[src/hw/rtl/u2l_pkg.sv]
package u2l_pkg;

	// Lead byte of the two-byte Latin-1 supplement range handled here
	localparam logic [7:0] LEAD_LATIN    = 8'hC3;

	// Lead byte classes: mask and match for 2-, 3- and 4-byte sequences
	localparam logic [7:0] LEAD2_MASK    = 8'hE0;
	localparam logic [7:0] LEAD2_MATCH   = 8'hC0;
	localparam logic [7:0] LEAD3_MASK    = 8'hF0;
	localparam logic [7:0] LEAD3_MATCH   = 8'hE0;
	localparam logic [7:0] LEAD4_MASK    = 8'hF8;
	localparam logic [7:0] LEAD4_MATCH   = 8'hF0;

	// Bytes below this are plain ASCII
	localparam logic [7:0] ASCII_LIMIT   = 8'h80;

	// Output codes
	localparam logic [7:0] CHAR_UNKNOWN  = 8'h3F;
	localparam logic [7:0] GLYPH_O_UMLAUT = 8'h07;
	localparam logic [7:0] GLYPH_U_UMLAUT = 8'h06;
	localparam logic [7:0] CHAR_NONE     = 8'h00;

	// Continuation bytes to drop after a lead
	localparam logic [1:0] SKIP_NONE     = 2'd0;
	localparam logic [1:0] SKIP_ONE      = 2'd1;
	localparam logic [1:0] SKIP_TWO      = 2'd2;
	localparam logic [1:0] SKIP_THREE    = 2'd3;

	typedef struct packed {
		logic [7:0] in_byte;
		logic [1:0] bytes_after;
	} in_word_t;

	typedef struct packed {
		logic       out_valid;
		logic [7:0] out_char;
		logic       text_end;
	} out_word_t;

	// Decoder state carried from one byte to the next
	typedef struct packed {
		logic [1:0] skip_left;
		logic       latin_pending;
	} dec_state_t;

	// Map the tail byte of a 0xC3 pair to its ASCII base letter or LCD glyph
	function automatic logic [7:0] latin_map(input logic [7:0] b);
		logic [7:0] ch;
		ch = CHAR_UNKNOWN;
		if (b >= 8'h80 && b <= 8'h86)      ch = "A";
		else if (b == 8'h87)               ch = "C";
		else if (b >= 8'h88 && b <= 8'h8B) ch = "E";
		else if (b >= 8'h8C && b <= 8'h8F) ch = "I";
		else if (b == 8'h90)               ch = "D";
		else if (b == 8'h91)               ch = "N";
		else if (b >= 8'h92 && b <= 8'h95) ch = "O";
		else if (b == 8'h96)               ch = GLYPH_O_UMLAUT;
		else if (b == 8'h98)               ch = "O";
		else if (b >= 8'h99 && b <= 8'h9B) ch = "U";
		else if (b == 8'h9C)               ch = GLYPH_U_UMLAUT;
		else if (b == 8'h9D)               ch = "Y";
		else if (b >= 8'hA0 && b <= 8'hA6) ch = "a";
		else if (b == 8'hA7)               ch = "c";
		else if (b >= 8'hA8 && b <= 8'hAB) ch = "e";
		else if (b >= 8'hAC && b <= 8'hAF) ch = "i";
		else if (b == 8'hB0)               ch = "d";
		else if (b == 8'hB1)               ch = "n";
		else if (b >= 8'hB2 && b <= 8'hB5) ch = "o";
		else if (b == 8'hB6)               ch = GLYPH_O_UMLAUT;
		else if (b == 8'hB8)               ch = "o";
		else if (b >= 8'hB9 && b <= 8'hBB) ch = "u";
		else if (b == 8'hBC)               ch = GLYPH_U_UMLAUT;
		else if (b == 8'hBD || b == 8'hBF) ch = "y";
		return ch;
	endfunction

endpackage

[src/hw/rtl/u2l_if.sv]
// Byte channel into the transliterator
interface u2l_in_if;
	logic       valid;
	logic       ready;
	logic [7:0] in_byte;
	logic [1:0] bytes_after;

	modport source (output valid, output in_byte, output bytes_after, input ready);
	modport sink   (input valid, input in_byte, input bytes_after, output ready);
endinterface

// Character channel out of the transliterator
interface u2l_out_if;
	logic       valid;
	logic       ready;
	logic       out_valid;
	logic [7:0] out_char;
	logic       text_end;

	modport source (output valid, output out_valid, output out_char, output text_end,
		input ready);
	modport sink   (input valid, input out_valid, input out_char, input text_end,
		output ready);
endinterface

[src/hw/rtl/u2l_decode.sv]
module u2l_decode (
	input  logic              clk,
	input  logic              arst_n,
	input  logic              advance,
	input  u2l_pkg::in_word_t word,
	output u2l_pkg::out_word_t result
);

	u2l_pkg::dec_state_t state_q;
	u2l_pkg::dec_state_t state_d;
	logic       valid;
	logic [7:0] ch;
	logic [7:0] b;
	logic [1:0] after;

	assign b     = word.in_byte;
	assign after = word.bytes_after;

	// Decode one byte against the running state
	always_comb begin
		valid   = 1'b0;
		ch      = u2l_pkg::CHAR_NONE;
		state_d = state_q;
		if (state_q.latin_pending) begin
			state_d.latin_pending = 1'b0;
			valid                 = 1'b1;
			ch                    = u2l_pkg::latin_map(b);
		end else if (state_q.skip_left != u2l_pkg::SKIP_NONE) begin
			state_d.skip_left = state_q.skip_left - 2'd1;
		end else if (b < u2l_pkg::ASCII_LIMIT) begin
			valid = 1'b1;
			ch    = b;
		end else if (b == u2l_pkg::LEAD_LATIN && after >= 2'd1) begin
			state_d.latin_pending = 1'b1;
		end else if ((b & u2l_pkg::LEAD2_MASK) == u2l_pkg::LEAD2_MATCH && after >= 2'd1) begin
			state_d.skip_left = u2l_pkg::SKIP_ONE;
		end else if ((b & u2l_pkg::LEAD3_MASK) == u2l_pkg::LEAD3_MATCH && after >= 2'd2) begin
			state_d.skip_left = u2l_pkg::SKIP_TWO;
		end else if ((b & u2l_pkg::LEAD4_MASK) == u2l_pkg::LEAD4_MATCH && after == 2'd3) begin
			state_d.skip_left = u2l_pkg::SKIP_THREE;
		end
		// Clear all state at end of text
		if (after == 2'd0) begin
			state_d.skip_left     = u2l_pkg::SKIP_NONE;
			state_d.latin_pending = 1'b0;
		end
	end

	// Advance state only when the byte moves into the result register
	always_ff @(posedge clk or negedge arst_n) begin
		if (!arst_n) begin
			state_q.skip_left     <= u2l_pkg::SKIP_NONE;
			state_q.latin_pending <= 1'b0;
		end else if (advance) begin
			state_q <= state_d;
		end
	end

	assign result.out_valid = valid;
	assign result.out_char  = ch;
	assign result.text_end  = (after == 2'd0);

endmodule

[src/hw/rtl/utf8_to_lcd_transliterator.sv]
// UTF-8 to LCD transliterator. Takes one UTF-8 byte per word, each tagged with the
// count of bytes that follow it (saturated at 3), and returns exactly one character
// word per byte: ASCII passes through, the tail of a 0xC3 pair becomes its ASCII base
// letter, LCD glyph 6/7 (U/O umlaut) or '?' if unmapped, and all other bytes come
// back with out_valid low and out_char zero. The block accepts one byte every cycle
// while its result side is not stalled; a byte's result passes through the input
// register, then the result register. The decoder state (skip count and pending
// flag) is updated once per byte, as the byte moves into the result register.
// Both sides may stall freely; while a result waits the input register can still
// take one more byte.
module utf8_to_lcd_transliterator (
	input logic      clk,
	input logic      arst_n,
	u2l_in_if.sink   byte_stream,
	u2l_out_if.source char_stream
);

	u2l_pkg::in_word_t  in_s1;
	logic               in_vld_s1;
	u2l_pkg::out_word_t out_s2;
	logic               out_vld_s2;
	u2l_pkg::out_word_t dec_result;
	logic               advance;
	logic               out_free;

	// Result register is free when empty or being drained this cycle
	assign out_free = !out_vld_s2 || char_stream.ready;
	assign advance  = in_vld_s1 && out_free;

	// Take a new byte when the input register is empty or moving on
	assign byte_stream.ready = !in_vld_s1 || out_free;

	// Hold the input word
	always_ff @(posedge clk) begin
		if (byte_stream.valid && byte_stream.ready) begin
			in_s1.in_byte     <= byte_stream.in_byte;
			in_s1.bytes_after <= byte_stream.bytes_after;
		end
	end

	always_ff @(posedge clk or negedge arst_n) begin
		if (!arst_n) begin
			in_vld_s1 <= 1'b0;
		end else if (byte_stream.ready) begin
			in_vld_s1 <= byte_stream.valid;
		end
	end

	u2l_decode u_decode (
		.clk     (clk),
		.arst_n  (arst_n),
		.advance (advance),
		.word    (in_s1),
		.result  (dec_result)
	);

	// Hold the result word until taken
	always_ff @(posedge clk) begin
		if (advance) begin
			out_s2 <= dec_result;
		end
	end

	always_ff @(posedge clk or negedge arst_n) begin
		if (!arst_n) begin
			out_vld_s2 <= 1'b0;
		end else if (out_free) begin
			out_vld_s2 <= in_vld_s1;
		end
	end

	assign char_stream.valid     = out_vld_s2;
	assign char_stream.out_valid = out_s2.out_valid;
	assign char_stream.out_char  = out_s2.out_char;
	assign char_stream.text_end  = out_s2.text_end;

endmodule

[src/flat_wrapper.sv]
// flat-port wrapper written by rule: the top's interface ports become plain ports
module utf8_to_lcd_transliterator_flat 
  (clk, arst_n, byte_stream_valid, byte_stream_in_byte, byte_stream_bytes_after, byte_stream_ready, char_stream_valid, char_stream_out_valid, char_stream_out_char, char_stream_text_end, char_stream_ready);
  u2l_in_if byte_stream_i ();
  u2l_out_if char_stream_i ();
  input logic clk;
  input logic arst_n;
  input wire logic [$bits(byte_stream_i.valid)-1:0] byte_stream_valid;
  input wire logic [$bits(byte_stream_i.in_byte)-1:0] byte_stream_in_byte;
  input wire logic [$bits(byte_stream_i.bytes_after)-1:0] byte_stream_bytes_after;
  output wire logic [$bits(byte_stream_i.ready)-1:0] byte_stream_ready;
  output wire logic [$bits(char_stream_i.valid)-1:0] char_stream_valid;
  output wire logic [$bits(char_stream_i.out_valid)-1:0] char_stream_out_valid;
  output wire logic [$bits(char_stream_i.out_char)-1:0] char_stream_out_char;
  output wire logic [$bits(char_stream_i.text_end)-1:0] char_stream_text_end;
  input wire logic [$bits(char_stream_i.ready)-1:0] char_stream_ready;
  assign byte_stream_i.valid = byte_stream_valid;
  assign byte_stream_i.in_byte = byte_stream_in_byte;
  assign byte_stream_i.bytes_after = byte_stream_bytes_after;
  assign byte_stream_ready = byte_stream_i.ready;
  assign char_stream_valid = char_stream_i.valid;
  assign char_stream_out_valid = char_stream_i.out_valid;
  assign char_stream_out_char = char_stream_i.out_char;
  assign char_stream_text_end = char_stream_i.text_end;
  assign char_stream_i.ready = char_stream_ready;
  utf8_to_lcd_transliterator u_core (.clk(clk), .arst_n(arst_n), .byte_stream(byte_stream_i), .char_stream(char_stream_i));
endmodule
[config.mk]
export PLATFORM = sky130hd
export DESIGN_NAME = utf8_to_lcd_transliterator_flat
export DESIGN_NICKNAME = d
export VERILOG_FILES = /design/src/hw/rtl/u2l_pkg.sv /design/src/hw/rtl/u2l_if.sv /design/src/hw/rtl/u2l_decode.sv /design/src/hw/rtl/utf8_to_lcd_transliterator.sv /design/src/flat_wrapper.sv
export SDC_FILE = /design/constraint.sdc
export NUM_CORES = 1
export LEC_CHECK = 0
export BUFFER_PORTS_ARGS = -buffer_cell sky130_fd_sc_hd__buf_4
export CORE_MARGIN = 1.5
export CORE_UTILIZATION = 45
export CTS_CLUSTER_DIAMETER = 200
export DETAILED_ROUTE_END_ITERATION = 6
export PLACE_DENSITY = 0.8
export SLEW_MARGIN = 10
export SYNTH_ARGS = -nofsm -noshare
export SYNTH_HDL_FRONTEND = slang
export SYNTH_HIERARCHICAL = 1
export SYNTH_SLANG_ARGS = --single-unit
export TNS_END_PERCENT = 5
[constraint.sdc]
create_clock -name clk -period 1.9 [get_ports clk]
set_input_delay 0.38 -clock clk [delete_from_list [all_inputs] [get_ports clk]]
set_output_delay 0.38 -clock clk [all_outputs]
set_load 0.05 [all_outputs]
# --- After elaboration in Yosys (flattened, before gate mapping) ---
# Index checks and enable logic that the tools add are counted.
# W data, S select, Z words.
word_totals:
  latch_bits: 0
  mem_count: 0
  output_inout_bits: 12
  word_cells: 121
  regBits: 25
  inputBits: 14
  mem_bits_rw: 0
  rom_bits: 0
op_classes:
  bitwise_logic: 0
  mul: 0
  n_eq_ne: 23
  muxes: 40
  magnitude_cmp: 23
  div: 0
  reduce_logical: 25
  n_shift: 0
  addsub: 1
op_table:
  columns: ["cell", "n"]
  rows:
  - ["$mux W7", 23]
  - ["$eq A8 B8 Y1 const B", 16]
  - ["$ge A8 B8 Y1 const B", 10]
  - ["$le A8 B8 Y1 const B", 10]
  - ["$mux W8", 4]
  - ["$logic_and A1 B1 Y1", 16]
  - ["$mux W2", 6]
  - ["$lt A8 B8 Y1 const B", 1]
  - ["$mux W3", 2]
  - ["$ne A3 B2 Y1 const B", 2]
  - ["$eq A5 B5 Y1 const B", 1]
  - ["$mux W1", 5]
  - ["$reduce_and A5 Y1", 1]
  - ["$reduce_bool A5 Y1", 1]
  - ["$eq A4 B4 Y1 const B", 1]
  - ["$eq A3 B3 Y1 const B", 1]
  - ["$logic_or A1 B1 Y1", 3]
  - ["$eq A2 B2 Y1 const B", 1]
  - ["$ge A2 B1 Y1 const B", 1]
  - ["$ge A2 B2 Y1 const B", 1]
  - ["$logic_not A1 Y1", 2]
  - ["$logic_not A2 Y1", 1]
  - ["$ne A2 B1 Y1 const B", 1]
  - ["$reduce_bool A2 Y1", 1]
  - ["$sub A2 B1 Y2 const B", 1]

# --- Longest topological paths before layout ---
# Gate-level depths: netlist (run 1).
depth:
  word_depth: 27
  depth_mapped: 6
  depth_no_buf: 6

# --- Cells and area by module ---
# The synthesis (run 1) kept the hierarchy.
modules_own_cells:
  columns: ["mod", "seq_area_each_um2", "area_per_inst_um2", "cells_per_inst", "n_inst"]
  rows:
  - ["u2l_decode", 75.1, 788.3, 118, 1]
  - ["utf8_to_lcd_transliterator", 650.6, 704.4, 28, 1]

# --- Least setup slack after synthesis (run 1) ---
# No wires, ideal clock.
synth_timing:
  kind: "flip-flop to flip-flop"
  start: "register u_core.out_vld_s2 (netlist: u_core/char_stream.valid)"
  end: "register u_core/u_decode/state_q[1] (netlist bit)"
  stages_incl_launch_ff: 7
  synth_period_minus_slack_ns: 2.154
  n_path_buf: 0
  arrival_ns: 2.088
  setup_slack_ns: -0.254
  setup_ns: 0.065
  t_required_ns: 1.835
  path_cell_list: "dfrtp_1 > nand2b_1 > and2_1 > nor2b_1 > or3b_2 > nor4_1 > a31o_1"
synth_between:
  elab_chain_len: 4
synth_rtl:
  columns: ["element", "line", "text"]
  rows:
  - ["start: declaration", "utf8_to_lcd_transliterator.sv:21", "logic out_vld_s2;"]
  - ["start signal: assignment", "utf8_to_lcd_transliterator.sv:68", "out_vld_s2 <= in_vld_s1;"]
  - ["$logic_not A1 Y1", "utf8_to_lcd_transliterator.sv:27", "assign out_free = !out_vld_s2 || char_stream.ready;"]
  - ["$logic_or A1 B1 Y1", "utf8_to_lcd_transliterator.sv:27", null]
  - ["$logic_and A1 B1 Y1", "utf8_to_lcd_transliterator.sv:28", "assign advance = in_vld_s1 && out_free;"]
  - ["net u_core.advance", "utf8_to_lcd_transliterator.sv:23", "logic advance;"]
  - ["$reduce_and A5 Y1 (no source line)", null, null]
  - ["end signal: assignment", "u2l_decode.sv:55", "state_q <= state_d;"]
  - ["end: declaration", "u2l_decode.sv:9", "u2l_pkg::dec_state_t state_q;"]
# The timed path passes the listed nets, and every way through them passes these cells.
# A chain may end at the register's enable or synchronous reset.

# --- Final worst setup path (run 1) ---
layout_timing:
  start: "register u_core/in_s1[7] (netlist bit)"
  end: "register u_core/u_decode/state_q[1] (netlist bit)"
layout_between:
  elab_chain_len: 9
  word_cells_on_any_way: 20
  cone_classes: "order compare: 1; eq/ne: 6; mux: 7; reduce/logical: 6"
layout_rtl:
  columns: ["element", "line", "text"]
  rows:
  - ["start: declaration", "utf8_to_lcd_transliterator.sv:18", "u2l_pkg::in_word_t in_s1;"]
  - ["$eq A4 B4 Y1", "u2l_decode.sv:37", "end else if ((b & u2l_pkg::LEAD3_MASK) == u2l_pkg::LEAD3_MATCH && after >= 2'd2) begin"]
  - ["$logic_and A1 B1 Y1", "u2l_decode.sv:37", null]
  - ["$mux W2", "u2l_decode.sv:37", null]
  - ["$mux W2", "u2l_decode.sv:35", "end else if ((b & u2l_pkg::LEAD2_MASK) == u2l_pkg::LEAD2_MATCH && after >= 2'd1) begin"]
  - ["$mux W2", "u2l_decode.sv:33", "end else if (b == u2l_pkg::LEAD_LATIN && after >= 2'd1) begin"]
  - ["$mux W3", "u2l_decode.sv:30", "end else if (b < u2l_pkg::ASCII_LIMIT) begin"]
  - ["$mux W2", "u2l_decode.sv:28", "end else if (state_q.skip_left != u2l_pkg::SKIP_NONE) begin"]
  - ["$mux W2", "u2l_decode.sv:24", "if (state_q.latin_pending) begin"]
  - ["$mux W3", "u2l_decode.sv:43", "if (after == 2'd0) begin"]
# Parallel ways exist; a longest one is shown, timed or not. The select of a mux whose other input is x is not followed.

==> impl_metrics.tcl, run 1 <==
set metrics [dict create \
    diodes 0 \
    netlist_area_um2 1490 \
    setup_viol_count_final 0 \
    min_period_ps 1800 \
    ios 26 \
    layout_common_cells "buf_4 (38), edfxtp_1 (20), nand2_1 (16), a21oi_1 (11), o21ai_0 (9)" \
    final_common_cell "buf_4" \
    wl_per_cell_um 14.2 \
    grt_pass1_wl_mm 5.01 \
    syn_nets 160 \
    relSlewSlack_pct 67.0 \
    grt_use_total_pct 18.3 \
    htreeDepth 1 \
    cp_data_required_time_ps 2110 \
    cts.clk_slew.worst_paths_ps 120 \
    drt_iter0_drc 66 \
    grt_setup_unrepaired "false" \
    power_density_nw_per_um2 700 \
    yosysSeqAreaShare_pct 48.6 \
    vias_per_cell 5.62 \
    p_comb_share_pct 28.2 \
    cts_tree "done" \
    power.leakage_uw 0.000693 \
    num_vias 1236 \
    hold_path.class "in2reg" \
    clock.fmax_mhz 555 \
    antenna_found_initial 0 \
    cts.sinks 25 \
    place.port_buffers 25 \
    hold_viol 0 \
    fin_nets 191 \
    path_class "reg2reg" \
    clockBufferDepth 2 \
    skew_ps 3.45 \
    worst_setup_path_end_kind "flop" \
    place_congestion 0.924 \
    syn2layout_area_growth_pct 19.7 \
    hpwlAfterDp_mm 2.33 \
    netlist_instances 146 \
    ys.flop_type "edfxtp_1" \
    synthDistinctLibCells 52 \
    worst_hold_slack_ps 242 \
    slew_violations 0 \
    irDropWorstVdd_mv 0.315 \
    cp_data_arrival_time_ps 2010 \
    fin_setup_tns_ps 0 \
    cp-start-kind "flop" \
    worstPathMaxFanout 9 \
    drive_gt1_share_pct 29.5 \
    avgSynthCellArea_um2 10.2 \
    first_pass_iters 4 \
    rows 20 \
    p_sw_uw 389 \
    seq_power_share_pct 54.1 \
    die_h_um 60.6 \
    cts_inserted_buffers 3 \
    yosysWarnings 6 \
    clk-insertion-delay-late_ps 310 \
    post-place-cells 214 \
    routed_wirelength_mm 3.12 \
    tightest_slew_ps 490 \
    overflow 0 \
    synth-edff-count 20 \
    async_flop_share_pct 20.0 \
    status "complete, no violations" \
    drc 0 \
    finalCritPeriodShare_pct 94.9 \
    p_int_uw 862 \
    grt_max_degree 16 \
    dieArea_um2 3670 \
    postRouteAntennaNets 0 \
    core_area_um2 3100 \
    swShare_pct 31.1 \
    clock-root-buffer "clkbuf_4" \
    grt_pass1_vias 1125 \
    max_cap_violations 0 \
    initial_core_util_pct 48.1 \
    clkPwrFrac_pct 17.7 \
    final_cells 220 \
    die_x_um 60.6 \
    ys_ff_latch 25 \
]
## sequential cells by signal, indices dropped and copies added, names as in the netlist
name	count
u_core/in_vld_s1	1
u_core/in_s1	10
u_core/char_stream.out_char	8
u_core/char_stream.valid	1
u_core/char_stream.text_end	1
u_core/u_decode/state_q	3
u_core/char_stream.out_valid	1
## metal layers
layer  global-route usage, %  vias up  routed length [µm]  share of wire, %
met2                    33.5       47                1630                52
met4                    3.73        0                  16              0.51
met5                       0        -                   0                 0
met1                    21.8      587                1320                42
li1                        -      600                   -                 -
met3                    4.48        2                 146               4.7
## cell families after synthesis
family                 Yosys count  share of synthesized area, %
other                            1                         0.251
flip-flops                      25                          48.6
XOR/XNOR                         1                         0.587
buffers and inverters           17                          7.21
AND/OR/NAND/NOR                 57                          23.2
AO/OA/AOI/OAI                   45                          20.1
## stage by stage
stage | setup WS (ps) | area (µm²) | power [µW] | utilization [%]
after global placement | 203 | 1740 | 1020 | 56.0
after detailed placement | 56.7 | 1740 | 1030 | 56.0
final | 96.8 | 1790 | 1250 | 57.6
after CTS | 96.8 | 1770 | 1260 | 57.1
after global routing | 0.203 | 1790 | 1320 | 57.6
after floorplan | 53.7 | 1500 | 937 | -
## layout make-up
cell class / instances / area [µm²]
inverter: 4 / 15.0
multi-input combinational: 104 / 668
tap: 44 / 55.1
timing repair buffer: 39 / 295
clock buffer: 4 / 26.3
fill: 278 / 1320
sequential: 25 / 727
## path summary, 6_finish.rpt
kind / slack (ps) / endpoint / startpoint / cells past startpoint
worst max-delay path: 100 / u_core/u_decode/state_q[1]$_DFFE_PN0P_ / u_core/in_s1[7]$_DFFE_PP_ / 4
min in group asynchronous: 390 / u_core/u_decode/state_q[2]$_DFFE_PN0P_ / arst_n / 2
worst min register to register: 560 / u_core/u_decode/state_q[2]$_DFFE_PN0P_ / u_core/u_decode/state_q[2]$_DFFE_PN0P_ / 2
worst max register to register: 100 / u_core/u_decode/state_q[1]$_DFFE_PN0P_ / u_core/in_s1[7]$_DFFE_PP_ / 4
max in group asynchronous: 1390 / u_core/char_stream.valid$_DFFE_PN0P_ / arst_n / 2
worst min-delay path: 240 / u_core/in_s1[2]$_DFFE_PP_ / byte_stream_in_byte[0] / 1
## critical path, stage by stage (launching register included)
cell and delay (ps):
edfxtp_1 540, or4b_4 600, nor4_4 250, nor4_2 100
a31o_1 210
## Yosys cell counts, drive strengths merged, types with 2 or more instances
| library cell | count | area [µm²] |
|---|---|---|
| inv | 4 | 15.0 |
| o41ai | 3 | 26.3 |
| edfxtp | 20 | 601 |
| nor3 | 7 | 35.0 |
| a21o | 2 | 15.0 |
| nand2 | 16 | 60.1 |
| nor4 | 2 | 27.5 |
| o21ai | 10 | 53.8 |
| nand2b | 9 | 63.8 |
| dfrtp | 5 | 125 |
| nor2 | 6 | 22.5 |
| nand4 | 2 | 12.5 |
| clkbuf | 6 | 46.3 |
| buf | 7 | 46.3 |
| nand3 | 3 | 15.0 |
| or3b | 2 | 17.5 |
| a31oi | 3 | 18.8 |
| a21oi | 11 | 55.1 |
| and2 | 2 | 15.0 |
| o22ai | 3 | 18.8 |
## power groups by stage
stage	Clock [µW]	Combinational [µW]	Sequential, µW
CTS	232	346	678
finish	221	352	677
global placement	0	335	687
global route	260	377	684
floorplan	0	185	752
detailed placement	0	343	690
## what timing repair did
item                                    CTS  global route
buffers inserted                          0             1
hold endpoints to repair                  5             0
gates resized for setup                   0             1
endpoints found under the setup margin    0             1
hold buffers                              1             0
Note: power is estimated with default switching activity, not from simulation.
==> inputs of run 2 (changes only) <==
--- a/config.mk
+++ b/config.mk
@@ -9,6 +9,6 @@
 export CORE_MARGIN = 1.5
-export CORE_UTILIZATION = 45
+export CORE_UTILIZATION = 35
 export CTS_CLUSTER_DIAMETER = 200
 export DETAILED_ROUTE_END_ITERATION = 6
-export PLACE_DENSITY = 0.8
+export PLACE_DENSITY = 0.67
 export SLEW_MARGIN = 10
--- a/constraint.sdc
+++ b/constraint.sdc
@@ -3,2 +3,2 @@
 set_output_delay 0.38 -clock clk [all_outputs]
-set_load 0.05 [all_outputs]
+set_load 0.02 [all_outputs]
==> impl_metrics.tcl, run 2 (synthesis results as in run 1) <==
set metrics [dict create \
    dieArea_um2 4670 \
    power.leakage_uw 0.000684 \
    p_sw_uw 364 \
    clock-root-buffer "clkbuf_8" \
    p_comb_share_pct 22.2 \
    path_class "reg2reg" \
    tightest_slew_ps 526 \
    cp_data_required_time_ps 2070 \
    antenna_found_initial 0 \
    clk-insertion-delay-late_ps 270 \
    hold_path.class "in2reg" \
    min_to "u_core/in_s1[7]$_DFFE_PP_" \
    grt_max_degree 16 \
    routed_wirelength_mm 3.00 \
    post-place-cells 217 \
    layout_common_cells "buf_4 (34), edfxtp_1 (20), nand2_1 (16), a21oi_1 (11), o21ai_0 (9)" \
    seq_power_share_pct 52.9 \
    drc 0 \
    cp_data_arrival_time_ps 1980 \
    status "complete, no violations" \
    worstPathMaxFanout 15 \
    htreeDepth 1 \
    finalInstanceArea_um2 1790 \
    rows 23 \
    skew_ps 2.92 \
    path_cells "nor2_1 -> nand2_1 -> nor4_4 -> or3b_1 -> a31o_1" \
    initial_core_util_pct 36.8 \
    max_cap_violations 0 \
    p_int_uw 919 \
    first_pass_iters 4 \
    grt_pass1_wl_mm 5.04 \
    hold_depth 1 \
    min_period_ps 1810 \
    finalCritPeriodShare_pct 95.3 \
    die_x_um 68.3 \
    slew_violations 0 \
    power_density_nw_per_um2 718 \
    wl_per_cell_um 13.5 \
    grt_use_total_pct 14.5 \
    worstHoldStart "byte_stream_in_byte[5]" \
    swShare_pct 28.4 \
    reg2reg_to "u_core/u_decode/state_q[1]$_DFFE_PN0P_" \
    final_common_cell "buf_4" \
    gr-usage-met1_pct 17.0 \
    die_h_um 68.3 \
    fin_nets 187 \
    ios 26 \
    cts_inserted_buffers 3 \
    num_vias 1229 \
    grt_pass1_vias 1163 \
    overflow 0 \
    drive_gt1_share_pct 29.1 \
    clock.fmax_mhz 552 \
    setup_viol_count_final 0 \
    diodes 0 \
    vias_per_cell 5.54 \
    cts_tree "done" \
    drt_iter0_drc 73 \
    final_cells 222 \
    ff2ff_setup_slack_ps 90 \
    grt_util_met2_pct 24.3 \
    slowest_delay_ps 690 \
    crit_slowest_cell "edfxtp_1" \
    largest_reg_flops 10 \
    dp_slack_ps 130 \
    met3_usage_pct 2.63 \
    cp-start-kind "flop" \
    cts.sinks 25 \
    postRouteAntennaNets 0 \
    grt_busiest_layer "met2" \
    fin_setup_tns_ps 0 \
    place_congestion 0.942 \
    cts.clk_slew.worst_paths_ps 80 \
    syn2layout_area_growth_pct 19.6 \
    core_area_um2 4060 \
    place.port_buffers 25 \
    clockBufferDepth 2 \
    clkPwrFrac_pct 24.9 \
    setup_slack_ps 89.5 \
    relSlewSlack_pct 64.9 \
    dpl-instance-area_um2 1720 \
    hold_viol 0 \
    worst_setup_path_end_kind "flop" \
    top_register "u_core/in_s1" \
    reg2reg_depth 5 \
    hpwlAfterDp_mm 2.16 \
    irDropWorstVdd_mv 0.304 \
    r2r_start "u_core/in_s1[5]$_DFFE_PP_" \
    fillers 391 \
    grt_setup_unrepaired "false" \
]
run 2: timing repair:
| action | 4_1_cts | 5_1_grt |
|---|---|---|
| endpoints found under the hold margin | 5 | 0 |
| gates resized for setup | 0 | 3 |
| endpoints found under the setup margin | 0 | 2 |
| buffers inserted | 0 | 0 |
| hold buffers | 1 | 0 |
run 2: cell type report:
type / count / area, µm² / area share, %
clock buffers: 3 / 41.3 / 2.31
flip-flops and latches: 25 / 726 / 40.6
clock inverters: 1 / 5.00 / 0.280
multi-input cells: 104 / 671 / 37.6
well taps: 50 / 62.6 / 3.50
repair buffers: 35 / 265 / 14.9
inverters: 4 / 15.0 / 0.841
run 2: worst max-delay path by stage:
stage	depth (start not counted)	start	endpoint
2_1_floorplan	6	u_core/char_stream.valid$_DFFE_PN0P_	u_core/u_decode/state_q[1]$_DFFE_PN0P_
3_3_place_gp	5	u_core/in_s1[8]$_DFFE_PP_	u_core/char_stream.out_char[2]$_DFFE_PP_
3_5_place_dp	5	u_core/in_s1[5]$_DFFE_PP_	u_core/char_stream.out_char[4]$_DFFE_PP_
4_1_cts	5	u_core/in_s1[5]$_DFFE_PP_	u_core/char_stream.out_char[4]$_DFFE_PP_
5_1_grt	5	u_core/in_s1[8]$_DFFE_PP_	u_core/char_stream.out_char[5]$_DFFE_PP_
6_report	5	u_core/in_s1[5]$_DFFE_PP_	u_core/u_decode/state_q[1]$_DFFE_PN0P_
run 2: routing by layer:
metal / part of all wire [%] / vias to the layer above / routed length, µm
li1: - / 595 / -
met1: 40 / 560 / 1210
met2: 49 / 69 / 1480
met3: 8.4 / 5 / 252
met4: 2.0 / 0 / 61
met5: 0 / - / 0
run 2: worst max-delay path: cells and delay by family, from the launching register on:
family          cells  cell delay [ps]
compound gates      1              210
simple gates        4              800
flops               1              690
run 2: power groups by stage:
stage / Sequential [µW] / Combinational, µW / Clock, µW
4_1_cts: 678 / 283 / 333
2_1_floorplan: 703 / 180 / 0
3_5_place_dp: 690 / 279 / 0
6_report: 678 / 285 / 319
5_1_grt: 685 / 312 / 352
3_3_place_gp: 687 / 274 / 0
run 2: stage by stage:
step                      hold WS, ps  utilization, %  total power, µW
after floorplan                  84.4               -              883
after global placement            182            42.4              961
after detailed placement          184            42.4              970
after CTS                         266            43.8             1290
after global routing              260            44.0             1350
final                             274            44.0             1280
==> inputs of run 3 (changes only) <==
--- a/config.mk
+++ b/config.mk
@@ -13,6 +13,4 @@
 export PLACE_DENSITY = 0.67
-export SLEW_MARGIN = 10
 export SYNTH_ARGS = -nofsm -noshare
 export SYNTH_HDL_FRONTEND = slang
-export SYNTH_HIERARCHICAL = 1
 export SYNTH_SLANG_ARGS = --single-unit
--- a/constraint.sdc
+++ b/constraint.sdc
@@ -3,2 +3,2 @@
 set_output_delay 0.38 -clock clk [all_outputs]
-set_load 0.02 [all_outputs]
+set_load 0.1 [all_outputs]
==> impl_metrics.tcl, run 3 <==
set metrics [dict create \
    core_area_um2 4350 \
    syn_nets 164 \
    clk-insertion-delay-late_ps 270 \
    finalInstanceArea_um2 1980 \
    yosysMostFrequentCell "edfxtp_1" \
    vias_per_cell 5.75 \
    die_h_um 70.4 \
    irDropWorstVdd_mv 0.403 \
    skew_ps 0.930 \
    met3_usage_pct 3.75 \
    grt_pass1_vias 1321 \
    overflow 0 \
    die_x_um 70.4 \
    top_register "u_core.in_s1" \
    drive_gt1_share_pct 32.4 \
    min_period_ps 1840 \
    yosysWarnings 0 \
    cp_top_family "simple AND/OR/NAND/NOR gates" \
    post-place-cells 230 \
    setup_viol_count_final 0 \
    cts.clk_slew.worst_paths_ps 80 \
    drc 0 \
    synthDistinctLibCells 55 \
    power_uw 1440 \
    worst_setup_path_end_kind "flop" \
    cts_tree "done" \
    grt_busiest_layer "met2" \
    async_flop_share_pct 20.0 \
    gr-usage-met1_pct 19.4 \
    grt_max_degree 17 \
    crit_slowest_cell "edfxtp_1" \
    synth.top_cells.by_count "edfxtp_1 (20), nand2_1 (15), buf_4 (7), nor2_1 (7)" \
    antenna_found_initial 0 \
    path_cells "buf_4 -> nor4bb_4 -> a32oi_1 -> nor3_1 -> o31ai_1" \
    ios 26 \
    worstPathMaxFanout 7 \
    finalCritPeriodShare_pct 96.9 \
    ys.flop_type "edfxtp_1" \
    clock.fmax_mhz 543 \
    synth_top_cell_area_share_pct 37.8 \
    cp_data_required_time_ps 1920 \
    first_pass_iters 4 \
    layout_common_cells "buf_4 (45), edfxtp_1 (20), nand2_1 (15), nor2_1 (7)" \
    slew_violations 0 \
    initial_core_util_pct 36.5 \
    hold_path.class "in2reg" \
    hold_viol 0 \
    routed_wirelength_mm 3.66 \
    clockBufferDepth 2 \
    cp-start-kind "flop" \
    grt_pass1_wl_mm 6.10 \
    worst_hold_slack_ps 282 \
    diodes 0 \
    power_density_nw_per_um2 727 \
    cp-startpoint "u_core.in_s1[8]$_DFFE_PP_" \
    fin_nets 203 \
    avgSynthCellArea_um2 10.6 \
    htreeDepth 1 \
    status "complete, no violations" \
    path_class "reg2reg" \
    synth-edff-count 20 \
    ys_ff_latch 25 \
    power.leakage_uw 0.000764 \
    num_vias 1380 \
    worstHoldStart "byte_stream_in_byte[0]" \
    dpl-instance-area_um2 1880 \
    postRouteAntennaNets 0 \
    largest_reg_flops 10 \
    max_cap_violations 0 \
    slowest_delay_ps 510 \
    wl_per_cell_um 15.2 \
    cts_inserted_buffers 3 \
    drt_iter0_drc 113 \
    syn2layout_area_growth_pct 24.5 \
    grt_use_total_pct 15.5 \
    final_common_cell "buf_4" \
    grt_util_met2_pct 25.4 \
    cp_data_arrival_time_ps 1860 \
    cp_num_buf_inv 1 \
    cts.sinks 25 \
    yosysTopAreaCell "edfxtp_1" \
    clock-root-buffer "clkbuf_8" \
    yosysSeqAreaShare_pct 45.7 \
    netlist_instances 150 \
    r2r_start "u_core.in_s1[8]$_DFFE_PP_" \
    dieArea_um2 4950 \
    hpwlAfterDp_mm 2.69 \
    rows 24 \
    synth_area_leaders "edfxtp_1 (38%), dfrtp_1 (7.9%), nand2_1 (3.5%)" \
    final_cells 240 \
    netlist_area_um2 1590 \
    place.port_buffers 25 \
    place_congestion 0.895 \
]
[run 3: worst paths after layout]
path | end | slack, ps | cells after the start
min | u_core.in_s1[2]$_DFFE_PP_ | 280 | 1
max reg2reg | u_core.char_stream.out_char[1]$_DFFE_PP_ | 60 | 5
min in group asynchronous | u_core.in_vld_s1$_DFFE_PN0N_ | 440 | 2
max in group asynchronous | u_core.char_stream.valid$_DFFE_PN0P_ | 1340 | 2
min reg2reg | u_core.char_stream.valid$_DFFE_PN0P_ | 540 | 1
max | u_core.char_stream.out_char[1]$_DFFE_PP_ | 60 | 5
[run 3: area by class of cell]
class / instances / area, µm²
fillers: 399 / 2380
multi-input cells: 108 / 771
flip-flops and latches: 25 / 729
repair buffers: 46 / 348
well taps: 52 / 65.1
clock buffers: 4 / 45.0
inverters: 5 / 18.8
[run 3: cells by family after synthesis]
logic type / after synthesis / synth area share, %
AO/OA/AOI/OAI: 44 / 20.3
XOR/XNOR: 1 / 0.552
buffers and inverters: 17 / 6.46
AND/OR/NAND/NOR: 62 / 26.7
other: 1 / 0.236
flip-flops: 25 / 45.7
[run 3: timing repair]
| item | 4_1_cts | 5_1_grt |
|---|---|---|
| hold buffers | 1 | 0 |
| resized for setup | 0 | 1 |
| hold endpoints to repair | 5 | 0 |
| setup endpoints to repair | 0 | 4 |
| setup buffers | 0 | 5 |
[run 3: through the flow]
stage	TNS, ps	util, %	setup slack [ps]
after floorplan	-2810	-	-281
after global placement	0	43.1	74.9
after detailed placement	0	43.1	82.3
after CTS	0	44.3	68.2
after global routing	-0.918	45.4	-0.918
final	0	45.4	59.3
[run 3: power by group]
part           total, µW  switching [µW]  internal [µW]
Clock                311             161            150
Combinational        440             295            144
Sequential           687            43.8            643
Total               1440             500            938
[run 3: metal layers]
layer / up-vias / part of all wire, %
met1: 630 / 41
met2: 88 / 48
met3: 6 / 9.6
met4: 0 / 1.6
met5: - / 0
li1: 656 / -
